--- src/hw/rtl/svpt_pkg.sv ---
// shared constants, types and helpers for the sextic via-point trajectory block
// no dependencies
package svpt_pkg;

  localparam int POS_WIDTH_DEF   = 16;
  localparam int PHASE_FRAC_DEF  = 16;
  localparam int TIME_W          = 16;
  localparam int PT_W            = 48;
  localparam int CFG_IDX_W       = 2;
  localparam logic [15:0] DURATION_RST = 16'd1000;

  typedef enum logic [CFG_IDX_W-1:0] {
    REG_START = 2'd0,
    REG_VIA   = 2'd1,
    REG_END   = 2'd2,
    REG_DUR   = 2'd3
  } cfg_reg_t;

endpackage

--- src/hw/rtl/svpt_horner_cell.sv ---
// one horner step for three axes: acc = add + floor(acc * u / 2^F)
// depends on svpt_pkg
module svpt_horner_cell #(
  parameter int AW = 32,
  parameter int UW = 17,
  parameter int F  = 16
) (
  input  logic                 clk,
  input  logic                 rst_n,
  input  logic                 adv,
  input  logic                 v_in,
  input  logic [UW-1:0]        u_in,
  input  logic signed [AW-1:0] acc_in [3],
  input  logic signed [AW-1:0] add_in [3],
  input  logic signed [AW-1:0] base_in [3],
  output logic                 v_out,
  output logic [UW-1:0]        u_out,
  output logic signed [AW-1:0] acc_out [3],
  output logic signed [AW-1:0] base_out [3]
);
  import svpt_pkg::*;

  logic signed [AW+UW:0]   prod [3];
  logic signed [AW-1:0]    acc_nxt [3];
  logic                    v_r;
  logic [UW-1:0]           u_r;
  logic signed [AW-1:0]    acc_r [3];
  logic signed [AW-1:0]    base_r [3];

  // arithmetic shift of the product is the floor division
  always_comb begin
    for (int a = 0; a < 3; a++) begin
      prod[a] = (AW+UW+1)'(acc_in[a]) * $signed({1'b0, u_in});
      acc_nxt[a] = AW'(prod[a] >>> F) + add_in[a];
    end
  end

  always_ff @(posedge clk) begin
    if (!rst_n) begin
      v_r <= 1'b0;
    end else if (adv) begin
      v_r <= v_in;
    end
  end

  always_ff @(posedge clk) begin
    if (adv) begin
      u_r <= u_in;
      acc_r <= acc_nxt;
      base_r <= base_in;
    end
  end

  assign v_out = v_r;
  assign u_out = u_r;
  assign acc_out = acc_r;
  assign base_out = base_r;
endmodule
--- config.mk ---
export PLATFORM = sky130hd
export DESIGN_NAME = svpt_horner_cell
export DESIGN_NICKNAME = d
export VERILOG_FILES = /design/src/hw/rtl/svpt_pkg.sv /design/src/hw/rtl/svpt_horner_cell.sv
export SDC_FILE = /design/constraint.sdc
export NUM_CORES = 2
export LEC_CHECK = 0
export BUFFER_PORTS_ARGS = -buffer_cell sky130_fd_sc_hd__clkbuf_2
export CAP_MARGIN = 20
export CORE_AREA = 2 2 307 370
export DETAILED_ROUTE_END_ITERATION = 10
export DIE_AREA = 0 0 309 372
export GPL_ROUTABILITY_DRIVEN = 0
export PLACE_DENSITY = 0.91
export SLEW_MARGIN = 20
export SYNTH_ARGS = -nofsm -noshare
export SYNTH_HDL_FRONTEND = slang
export SYNTH_SLANG_ARGS = --single-unit
--- constraint.sdc ---
create_clock -name clk -period 9.1 [get_ports clk]
set_input_delay 0.455 -clock clk [delete_from_list [all_inputs] [get_ports clk]]
set_output_delay 0.455 -clock clk [all_outputs]
set_load 0.01 [all_outputs]
Yosys cells after proc, flatten, opt, wreduce, memory -nomap -nowiden
Cells that the tools add are included.
W data, S select, Z words.

word-level totals
  word-level logic and storage cells = 14
  bits in latches = 0
  bits in read-only memories = 0
  output and inout bits = 210
  memories = 0
  register bits after elaboration = 210
  bits in writable memories = 0
  input port bits = 309

cells by class
  shift operators = 0
  reductions and logical operators = 0
  divide/modulo/power cells = 0
  add/sub/neg operators = 3
  bitwise logic cells = 0
  order comparisons = 0
  multiply operators = 3
  equality and inequality tests = 0
  multiplexer cells = 0

operators by type and width
  cell              number
  $mul A32 B18 Y48  3
  $add A32 B32 Y32  3

Depth between registers and ports, before layout
  depth after elaboration = 2
  depth in mapped cells = 39
  mapped depth without buffers = 37

Worst setup path after synthesis
Ideal clock, no wire load.

  path type = in2reg
  start point = input u_in[10]
  end point = register acc_r, in the netlist acc_out[31], data pin
  slack = 0.278 ns
  cell stages on the path = 36
  data required time = 8.834 ns
  path buffers = 3
  setup time = 0.266 ns
  arrival = 8.556 ns
  path through = clkbuf_1 -> clkbuf_1 -> clkbuf_1 -> nand2_1 -> fa_1 -> inv_1 -> fa_1 -> fa_1 -> fa_1 -> fa_1 -> inv_1 -> fa_1 -> inv_1 -> ha_1 -> a21oi_1 -> o21ai_0 -> a21o_1 -> or2_2 -> o21a_1 -> nor2_1 -> o211ai_1 -> a221o_1 -> a21oi_1 -> xnor2_1 -> ha_1 -> a21o_1 -> a21o_1 -> a21oi_1 -> o21a_1 -> o211ai_1 -> a211oi_1 -> o21ai_0 -> a221o_1 -> a21oi_1 -> xnor2_1 -> xnor2_1

RTL lines
  element                 line                    RTL
  start: declaration      svpt_horner_cell.sv:12  input logic [UW-1:0] u_in,
  end signal: assignment  svpt_horner_cell.sv:49  acc_r <= acc_nxt;
  end: declaration        svpt_horner_cell.sv:27  logic signed [AW-1:0] acc_r [3];

==> flow_metrics.tcl <==
set metrics [dict create \
    drv_cap 0 \
    yosys.cell_types.count 65 \
    synth_top_area_cell "fa_1" \
    finalMaxSlewViolations 0 \
    finalWorstSetupSlack_ns 0.328 \
    antenna_left 0 \
    fin_crit_ns 8.77 \
    hold_viol 0 \
    initial_core_util_pct 57.3 \
    syn_inst 6832 \
    placed_area_sq_um 69800 \
    synth_seq_cells 210 \
    outcome "finished, final reports clean" \
    cts_buffers 26 \
    io_buffers 518 \
    rows 135 \
    dieArea_sq_um 115000 \
    r2r_slack_ns 8.49 \
    worst_path_max_delay_cell "fa_1" \
    cp_data_required_time_ns 9.47 \
    firstDrtPassIters 9 \
    vias_per_cell 5.56 \
    drt_iter0_markers 3793 \
    grt_pass1_vias 57473 \
    grt_pass1_wl_microns 291000 \
    wl_per_cell_microns 20.1 \
    track_usage_pct 32.5 \
    whs_ns 0.0687 \
    synth_xor_area_share_pct 2.80 \
    core-area_sq_um 112000 \
    clock_latency_ns 0.61 \
    cp-start-kind "input port" \
    worst_slew_pin_slew_ns 1.08 \
    vias 50121 \
    cts_buffer_depth 3 \
    cp_common_cell "fa_1" \
    layout.cells.non_filler 9011 \
    grt_setup_unrepaired "yes" \
    layout-drive-gt1-share_pct 11.9 \
    cts_tree "yes" \
    synthMuxAreaShare_pct 0.0156 \
    synth_edf_count 209 \
    cp.arrival_ns 9.14 \
    synth_flop_cell "edfxtp_1" \
    fin_area_sq_um 71800 \
    nets 9739 \
    synth.area.top_cells "fa_1 48%, inv_1 11%, edfxtp_1 9.8%" \
    cts_max_level 1 \
    seq_area_frac_synth_pct 9.82 \
    cp_max_fo 18 \
    setup.worst_path.class "in2reg" \
    r2r_start "v_out" \
    relSlewSlack_pct 27.7 \
    period_share_pct 96.4 \
    grt_max_degree 103 \
    syn-num-nets 9094 \
    synth_top_family_by_area "adder cells" \
    cpPeakStageDelay_ns 0.58 \
    overflow 0 \
    synth-simple-area-share_pct 14.7 \
    cts-root-buf "clkbuf_16" \
    fillers 8067 \
    die_h_microns 372 \
    syn_avg_cell_area_sq_um 9.38 \
    clk_pin_slew_worst_paths_ns 0.07 \
    synth_compound_area_share_pct 4.44 \
    async_flop_share_pct 0 \
    fmax_ghz 0.114 \
    yosys.cell_count.top_type "inv_1" \
    hpwl_microns 149000 \
    dp_cells 8866 \
    synthTopCellsByCount "1812 x inv_1, 1524 x fa_1, 950 x nand2_1" \
    yosys_warnings 0 \
    preCtsSetupSlack_ns -0.577 \
    rr_worst_depth 2 \
    drc 0 \
    ff_latch_area_sq_um 6300 \
    drt-total-wl_microns 181000 \
    io_pins 519 \
    endpoint "acc_out[94]" \
    r2r-end "v_out" \
    skew_ns 0 \
    syn_to_final_growth_pct 12.0 \
    cts_sinks 210 \
    cp-end-kind "flop" \
    finalSetupViolCount 0 \
    hold_class "in2reg" \
    die_w_microns 309 \
    startpoint "u_in[3]" \
    synth_fa_ha_area_share_pct 56.0 \
    syn_area_sq_um 64100 \
    synth_top_area_share_pct 47.6 \
    antenna_found_initial 17 \
    multi_input_comb_area_sq_um 50100 \
]
flip-flops by register name, summed over array words and instances (netlist names):
name / count
u_out: 17
acc_out: 96
base_out: 96
v_out: 1
routing by layer:
layer	up-vias	part of all wire [%]	wire length [microns]	global-route usage, %
met3	968	9.8	17700	6.89
met1	24996	33	59300	36.5
met5	-	0.067	122	0
met4	20	7.4	13400	20.9
li1	21122	-	-	-
met2	3015	50	90600	56.0
placed cells by master, fill, tap and decap left out, types with 90 or more instances in the layout:
cell | Yosys | routed
dlygate4sd3_1 | 0 | 90
nor2_1 | 116 | 115
xnor2_1 | 151 | 151
inv_1 | 1812 | 1812
fa_1 | 1524 | 1524
a21oi_1 | 134 | 130
and2_1 | 732 | 732
nand2_1 | 950 | 949
edfxtp_1 | 209 | 209
clkbuf_2 | 0 | 503
ha_1 | 429 | 428
buf_4 | 0 | 275
stage by stage:
step / setup TNS, ns / utilization (%)
global placement: -0.579 / 62.5
finish: 0 / 64.2
floorplan: 0 / -
CTS: 0 / 64.0
global route: -0.0438 / 64.2
detailed placement: -4.07 / 62.5
cell families after synthesis:
family	after synthesis
buffers and inverters	2084
adder cells (fa/ha/maj)	1953
AND/OR/NAND/NOR	1943
AO/OA/AOI/OAI	438
flip-flops	210
XOR/XNOR	203
multiplexers	1
worst max-delay path, delay by kind of cell:
family	cells	cell delay (ns)
adders and majority gates	8	3.71
AOI/OAI and AO/OA	16	3.64
buffers and inverters	5	0.69
and+or+nand+nor	4	0.48
xor gates and xnor gates	1	0.13
worst min-delay path by stage:
stage                            from      endpoint  cells after the start
after detailed placement        v_out         v_out                      2
after CTS                 base_in[31]  base_out[31]                      1
after global placement          v_out         v_out                      2
after global routing      base_in[58]  base_out[58]                      1
final                           rst_n         v_out                      2
after floorplan                 v_out         v_out                      2
repair_timing:
| action | 4_1_cts | 5_1_grt |
|---|---|---|
| hold buffers | 90 | 0 |
| resized for setup | 0 | 37 |
| setup endpoints to repair | 0 | 15 |
| endpoints found under the hold margin | 90 | 0 |
| buffers inserted | 0 | 0 |
final cells by class:
class | instances | share of cell area [%]
Inverter | 1812 | 9.48
Timing Repair Buffer | 889 | 8.09
Sequential cell | 210 | 8.77
Tap cell | 1507 | 2.63
Antenna cell | 7 | 0.0244
Clock buffer | 27 | 0.912
Clock inverter | 21 | 0.281
Multi-Input combinational cell | 4538 | 69.8
Power is not shown: default switching activity piles up to over one toggle a cycle in this logic, so the estimate is an artifact.
