$ cat config.mk
export PLATFORM = sky130hd
export DESIGN_NAME = svpt_div_cell
export DESIGN_NICKNAME = d
export VERILOG_FILES = /design/src/hw/rtl/svpt_pkg.sv /design/src/hw/rtl/svpt_div_cell.sv
export SDC_FILE = /design/constraint.sdc
export NUM_CORES = 1
export LEC_CHECK = 0
export BUFFER_PORTS_ARGS = -buffer_cell sky130_fd_sc_hd__buf_4
export CORE_AREA = 8 8 82 113
export CTS_CLUSTER_DIAMETER = 150
export DETAILED_ROUTE_END_ITERATION = 16
export DIE_AREA = 0 0 90 121
export GPL_TIMING_DRIVEN = 0
export HOLD_SLACK_MARGIN = 0.06
export PLACE_DENSITY = 0.86
export SLEW_MARGIN = 15
export SYNTH_ARGS = -nofsm -noshare
export SYNTH_HDL_FRONTEND = slang
export SYNTH_SLANG_ARGS = --single-unit
$ cat constraint.sdc
create_clock -name clk -period 2.5 [get_ports clk]
set_input_delay 0.5 -clock clk [delete_from_list [all_inputs] [get_ports clk]]
set_output_delay 0.5 -clock clk [all_outputs]
set_load 0.02 [all_outputs]
$ cat src/hw/rtl/svpt_pkg.sv
// shared constants, types and helpers for the sextic via-point trajectory block
// no dependencies
package svpt_pkg;

  localparam int POS_WIDTH_DEF   = 16;
  localparam int PHASE_FRAC_DEF  = 16;
  localparam int TIME_W          = 16;
  localparam int PT_W            = 48;
  localparam int CFG_IDX_W       = 2;
  localparam logic [15:0] DURATION_RST = 16'd1000;

  typedef enum logic [CFG_IDX_W-1:0] {
    REG_START = 2'd0,
    REG_VIA   = 2'd1,
    REG_END   = 2'd2,
    REG_DUR   = 2'd3
  } cfg_reg_t;

endpackage

$ cat src/hw/rtl/svpt_div_cell.sv
// one restoring-division cell: produces one quotient bit per cycle of pipeline, holding while adv is low
// depends on svpt_pkg
module svpt_div_cell #(
  parameter int QW = 17
) (
  input  logic                       clk,
  input  logic                       rst_n,
  input  logic                       adv,
  input  logic                       v_in,
  input  logic [svpt_pkg::TIME_W:0]  rem_in,
  input  logic [svpt_pkg::TIME_W-1:0] num_in,
  input  logic [svpt_pkg::TIME_W-1:0] den_in,
  input  logic [QW-1:0]              q_in,
  output logic                       v_out,
  output logic [svpt_pkg::TIME_W:0]  rem_out,
  output logic [svpt_pkg::TIME_W-1:0] num_out,
  output logic [svpt_pkg::TIME_W-1:0] den_out,
  output logic [QW-1:0]              q_out
);
  import svpt_pkg::*;

  logic [TIME_W+1:0] trial;
  logic [TIME_W:0]   rem_nxt;
  logic              bit_nxt;
  logic              v_r;
  logic [TIME_W:0]   rem_r;
  logic [TIME_W-1:0] num_r, den_r;
  logic [QW-1:0]     q_r;

  // shift in next numerator bit (msb first), subtract if it fits
  always_comb begin
    trial = {rem_in, num_in[TIME_W-1]};
    bit_nxt = (trial >= {2'b00, den_in});
    rem_nxt = bit_nxt ? (TIME_W+1)'(trial - {2'b00, den_in}) : trial[TIME_W:0];
  end

  always_ff @(posedge clk) begin
    if (!rst_n) begin
      v_r <= 1'b0;
    end else if (adv) begin
      v_r <= v_in;
    end
  end

  always_ff @(posedge clk) begin
    if (adv) begin
      rem_r <= rem_nxt;
      num_r <= {num_in[TIME_W-2:0], 1'b0};
      den_r <= den_in;
      q_r   <= {q_in[QW-2:0], bit_nxt};
    end
  end

  assign v_out = v_r;
  assign rem_out = rem_r;
  assign num_out = num_r;
  assign den_out = den_r;
  assign q_out = q_r;
endmodule

# == Word-level counts from Yosys, hierarchy flattened ==
# Index checks and enable logic that the tools add are counted.
# classes
addsub,1
magnitude_cmp,1
mux,1
# op_table
operator,n
18-bit by 16-bit greater-or-equal comparator with 1-bit output,1
17-bit 2-to-1 mux,1
17-bit by 16-bit subtractor with 17-bit output,1
# word_totals
ff_bits,66
inputBits,70
out_inout_bits,67
elab_cells,8

# == Logic depth before layout (Yosys ltp) ==
# logic_depth
ltp_word,2
mapped_depth,11
mapped_depth_nobuf,10

# == Least setup slack after synthesis ==
# Ideal clock, no wire load.
# synth_timing
path_type,input to register
start,input num_in[15] in the netlist's numbering
end,register rem_r[14] (netlist: rem_out[14]) (data pin)
setup_ns,0.260
t_arrival_ns,2.209
required_time_ns,2.240
slack_ns,0.031
cell_stages,10
path_buffers,1
cell_sequence,inv_1 > ha_1 > inv_1 > fa_1 > a21oi_1 > o211ai_2 > o211ai_1 > nand3_2 > buf_6 > mux2_4
# synth_via
elab_chain_cells,2
elab_cells_between_ends,3
classes_between,add/sub: 1; order compare: 1; mux: 1
# synth_lines
item,line,text
start: declaration,svpt_div_cell.sv:11,"input logic [svpt_pkg::TIME_W-1:0] num_in,"
17-bit by 16-bit subtractor with 17-bit output or 18-bit by 16-bit greater-or-equal comparator with 1-bit output (tied branches),"svpt_div_cell.sv:34, svpt_div_cell.sv:33",
17-bit 2-to-1 mux *,svpt_div_cell.sv:34,"rem_nxt = bit_nxt ? (TIME_W+1)'(trial - {2'b00, den_in}) : trial[TIME_W:0];"
net rem_nxt[14],svpt_div_cell.sv:23,logic [TIME_W:0] rem_nxt;
end signal: assignment,svpt_div_cell.sv:47,rem_r <= rem_nxt;
end: declaration,svpt_div_cell.sv:26,logic [TIME_W:0] rem_r;
# Mark *: on every way through the listed nets, which the timed path passes. The rest lies on a longest branch.
# A chain may end at the register's enable or synchronous reset.

# == Worst setup path after layout ==
# layout_timing
start,input num_in[15] in the netlist's numbering
end,register rem_r[1] (netlist: rem_out[1]) (data pin)
# The elaborated chain is that of the path after synthesis.

==> impl_summary.md <==
Cells and area
The area growth from synthesis to layout is 41.3%. The area of all placed cells without fillers is 4470 um^2. The count of inserted antenna diode cells is 0. In the final design database the tool counted 465 nets. The count of fill cells added during filler insertion is 638. The share of layout cells above drive strength 1 is 0.444.

Timing
Between clock sinks in the finished design, the worst skew comes to 0 ns. The max-slew headroom at the worst pin is 0.449. Setup violations remaining at the end of the flow were counted as 0. The number of pins with negative max-slew slack in the final report was 0. The number of hold-slack violations in the final timing report came to 0. The worst path needs 2.40 ns of the cycle, external delays included. After routing, the total negative slack on setup checks comes to 0 ns. The slew at the pin with the worst max-slew slack is 0.827 ns. In the finished design, the share of the clock period the worst path needs comes to 0.959. Setup repair after global routing left no endpoint under its margin. For this run, the top clock speed supported by timing is 417 MHz.

Worst setup path
The worst setup slack for register-to-register paths is 1.91 ns. The worst setup path is captured at a flop. The family with the most delay on the worst path is compound AO/OA/AOI/OAI gates. On the critical path, the stage with the largest delay is an instance of sky130_fd_sc_hd__fa_1.

The peak fanout along the critical path is 10. By startpoint and endpoint, the worst setup path is classified as in -> reg. The worst-case reg-to-reg path depth is 2.

The largest single stage delay on the critical path is 0.41 ns. Data on the critical path is required at its endpoint by 2.59 ns. The sort of element at the start of the critical path is a primary input.

By instance count, the cell type seen most on the critical path is sky130_fd_sc_hd__inv_1. The logic depth of the worst path, buffers included is 11. Data on the critical path arrives at its endpoint at 2.49 ns. Together, buffers and inverters on the worst path number 4. Walking the worst path, the cells encountered are buf_4, inv_1, ha_1, inv_1, fa_1, a21oi_2, o211ai_2, o211ai_1, nand3_2, buf_6, mux2_4.

Run status
The run finished with clean final reports.

Detailed routing
Dividing the detail-routed wire length by the instance count gives 16.4 um. The detailed router placed 2378 vias in this run. The total wirelength of the detailed-routed design is 7.92 mm. The total iterations of the first detailed-routing run is 4.

The average vias per placed instance is 4.92. In this run, the number of DRC markers left after iteration 0 of detailed routing was 114. For this run, design rule violations remaining after detail routing come to 0. The post-detailed-route count of antenna-violating nets is 0.

Synth
The Yosys step of the flow raised 0 warnings. In this run, synthesis produced a sequential element count of 66. The average instance in the mapped netlist occupies 13.6 um^2. The gate count after technology mapping is 233. The number of nets handed over by synthesis was 320.

The number of distinct library cells after synthesis is 46. Of the total synthesized cell area, the portion taken by AND, OR, NAND and NOR gates is 0.0696. The xor and xnor area share after synthesis is 0.0305. Of the total synthesized cell area, the portion taken by full adders, half adders and majority gates is 0.0696. The portion of synthesized area spent on multiplexers is 0.0301. The fraction of the yosys area taken by sequential cells is 0.624. The area fraction in compound gates after synthesis is 0.130. The largest family of logic cells by synthesized area is compound AO/OA/AOI/OAI gates. The area of the mapped netlist is 3160 um^2.

Pwr
The clock network fraction of design power is 0.261. Power spread over the standard cell area amounts to 643 nW/um^2. The fraction of power spent switching nets is 0.286. The internal portion of the total power is 2.05 mW. Of the total power, combinational logic draws 0.259.

For this design the total switching power over the nets is 823 uW. The reported leakage power is 1.97 nW. IR analysis of the VDD net gives a maximum drop of 279 uV. The share of total power in sequential cells is 0.480. The total design power is 2.87 mW.

Clocking
CTS placed an instance of sky130_fd_sc_hd__clkbuf_8 at the clock tree root. The maximum root-to-sink buffer count is 2. Clock-pin slew was measured on the worst setup and hold paths at 0.08 ns.

In this run, CTS created clock tree buffers numbering 9. TritonCTS built the clock tree. For this design, the sink count on the clock tree is 66. The number of hold buffers added after CTS was 0. At the later pin of the worst-skew pair, clock insertion delay measures 0.33 ns.

The number of H-tree levels is 3.

Worst hold path
The worst hold path belongs to the class in -> reg. Along the worst hold path, the cell count comes to 1.

Place
The number of port buffers is 134. In this run the cell area measured after placement is 4290 um^2. At the end of routability-driven placement, the weighted congestion stood at 0.887. The estimated wirelength of the detail-placed design is 6.04 mm.

Floorplan
The initial utilization of the core area, before any placement, comes to 0.416. 137 I/O pins were placed. The die is 121 um tall.

The horizontal die dimension is 90 um. The floorplan step defined a core boundary enclosing 7610 um^2. The number of placement rows is 38. The die covers 10900 um^2.

Global routing
The initial antenna violation count is 0. The largest net degree at the start of global routing is 67. The combined global-route utilization of all metal layers is 0.142.

The number of global-route vias before repair came to 2433. The remaining global-route overflow is 0. The first global-routing pass estimated 12.1 mm of wire.

Job
Across the run, the number of max-cap violations was 0.
## layout make-up
class	instances	area [um^2]	share of cell area
plain buffers	7	61.3	0.0137
well taps	100	125	0.0280
clock inverters	6	35.0	0.00784
inverters	22	82.6	0.0185
multi-input cells	138	1060	0.237
clock buffers	10	128	0.0286
repair buffers	134	1010	0.225
flip-flops and latches	66	1970	0.441
## routing by layer
layer,part of all wire,track usage
met5,0,0
met2,0.52,0.247
met3,0.075,0.0489
met4,0.019,0.0763
met1,0.38,0.147
## state kept, by name, summed over array words and instances, names as in the netlist
signal	count
q_out	17
den_out	16
v_out	1
rem_out	17
num_out	15
## metrics by stage
stage | setup WS [ns] | util | hold slack, ns | std cells
2_1_floorplan | 0.0307 | - | 0.589 | 233
3_3_place_gp | -0.264 | 0.564 | 0.504 | 467
3_5_place_dp | -0.276 | 0.564 | 0.507 | 467
4_1_cts | 0.0626 | 0.586 | 0.314 | 483
5_1_grt | 0.0225 | 0.587 | 0.312 | 483
6_report | 0.102 | 0.587 | 0.330 | 483
## power groups by stage
stage | logic [mW] | clock network, mW | registers [mW]
after CTS | 0.744 | 0.774 | 1.38
after global placement | 0.726 | 0 | 1.40
final | 0.743 | 0.751 | 1.38
after detailed placement | 0.740 | 0 | 1.40
after floorplan | 0.267 | 0 | 1.55
after global routing | 0.802 | 0.817 | 1.39
## repair_timing
item | 4_1_cts | 5_1_grt
setup endpoints to repair | 0 | 6
endpoints found under the hold margin | 0 | 0
setup buffers | 0 | 0
resized for setup | 0 | 2
## path summary, 6_finish.rpt
check / endpoint / start
hold reg to reg: v_out / v_out
setup reg to reg: v_out / v_out
hold / removal: num_out[12] / num_in[11]
setup / recovery: rem_out[1] / num_in[15]
## cell usage after synthesis (all sizes together)
| library cell | n | area share |
|---|---|---|
| a2111oi | 1 | 0.0028 |
| a211oi | 1 | 0.0024 |
| a21boi | 1 | 0.0024 |
| a21o | 7 | 0.017 |
| a21oi | 25 | 0.041 |
| a22oi | 1 | 0.0024 |
| a311oi | 2 | 0.0055 |
| a31o | 2 | 0.0055 |
| and2 | 1 | 0.0020 |
| and4 | 1 | 0.0028 |
| buf | 7 | 0.019 |
| conb | 1 | 0.0012 |
| dfxtp | 1 | 0.0063 |
| edfxtp | 65 | 0.62 |
| fa | 1 | 0.0063 |
| ha | 16 | 0.063 |
| inv | 22 | 0.026 |
| mux2 | 5 | 0.024 |
| mux2i | 2 | 0.0063 |
| nand2 | 7 | 0.0083 |
| nand2b | 2 | 0.0040 |
| nand3 | 4 | 0.0079 |
| nand4 | 1 | 0.0040 |
| nor2 | 18 | 0.021 |
| nor2b | 2 | 0.0040 |
| nor3 | 2 | 0.0032 |
| nor4 | 1 | 0.0067 |
| nor4b | 2 | 0.0055 |
| o211a | 1 | 0.0032 |
| o211ai | 4 | 0.011 |
| o21a | 3 | 0.0071 |
| o21ai | 7 | 0.011 |
| o21bai | 1 | 0.0024 |
| o221a | 1 | 0.0036 |
| o311ai | 1 | 0.0028 |
| o31a | 1 | 0.0028 |
| o31ai | 1 | 0.0024 |
| o32ai | 1 | 0.0051 |
| xnor2 | 10 | 0.028 |
| xor2 | 1 | 0.0028 |
## layout by cell type (no fill, tap or decap), drive strengths merged, types with 3 or more instances in the layout
cell	Yosys	layout
nor2	18	18
o21ai	7	7
nand3	4	4
o21a	3	3
buf	7	141
clkbuf	0	10
clkinv	0	4
a21oi	25	25
o211ai	4	4
ha	16	16
xnor2	10	10
nand2	7	7
a21o	7	7
edfxtp	65	65
mux2	5	5
inv	22	22
## cell families after synthesis
family / Yosys count
and+or+nand+nor: 41
adders and majority gates: 17
xor gates and xnor gates: 11
DFF: 66
AOI/OAI and AO/OA: 61
other: 1
buffers and inverters: 29
muxes: 7
No activity file was read; power rests on OpenSTA's default activity.
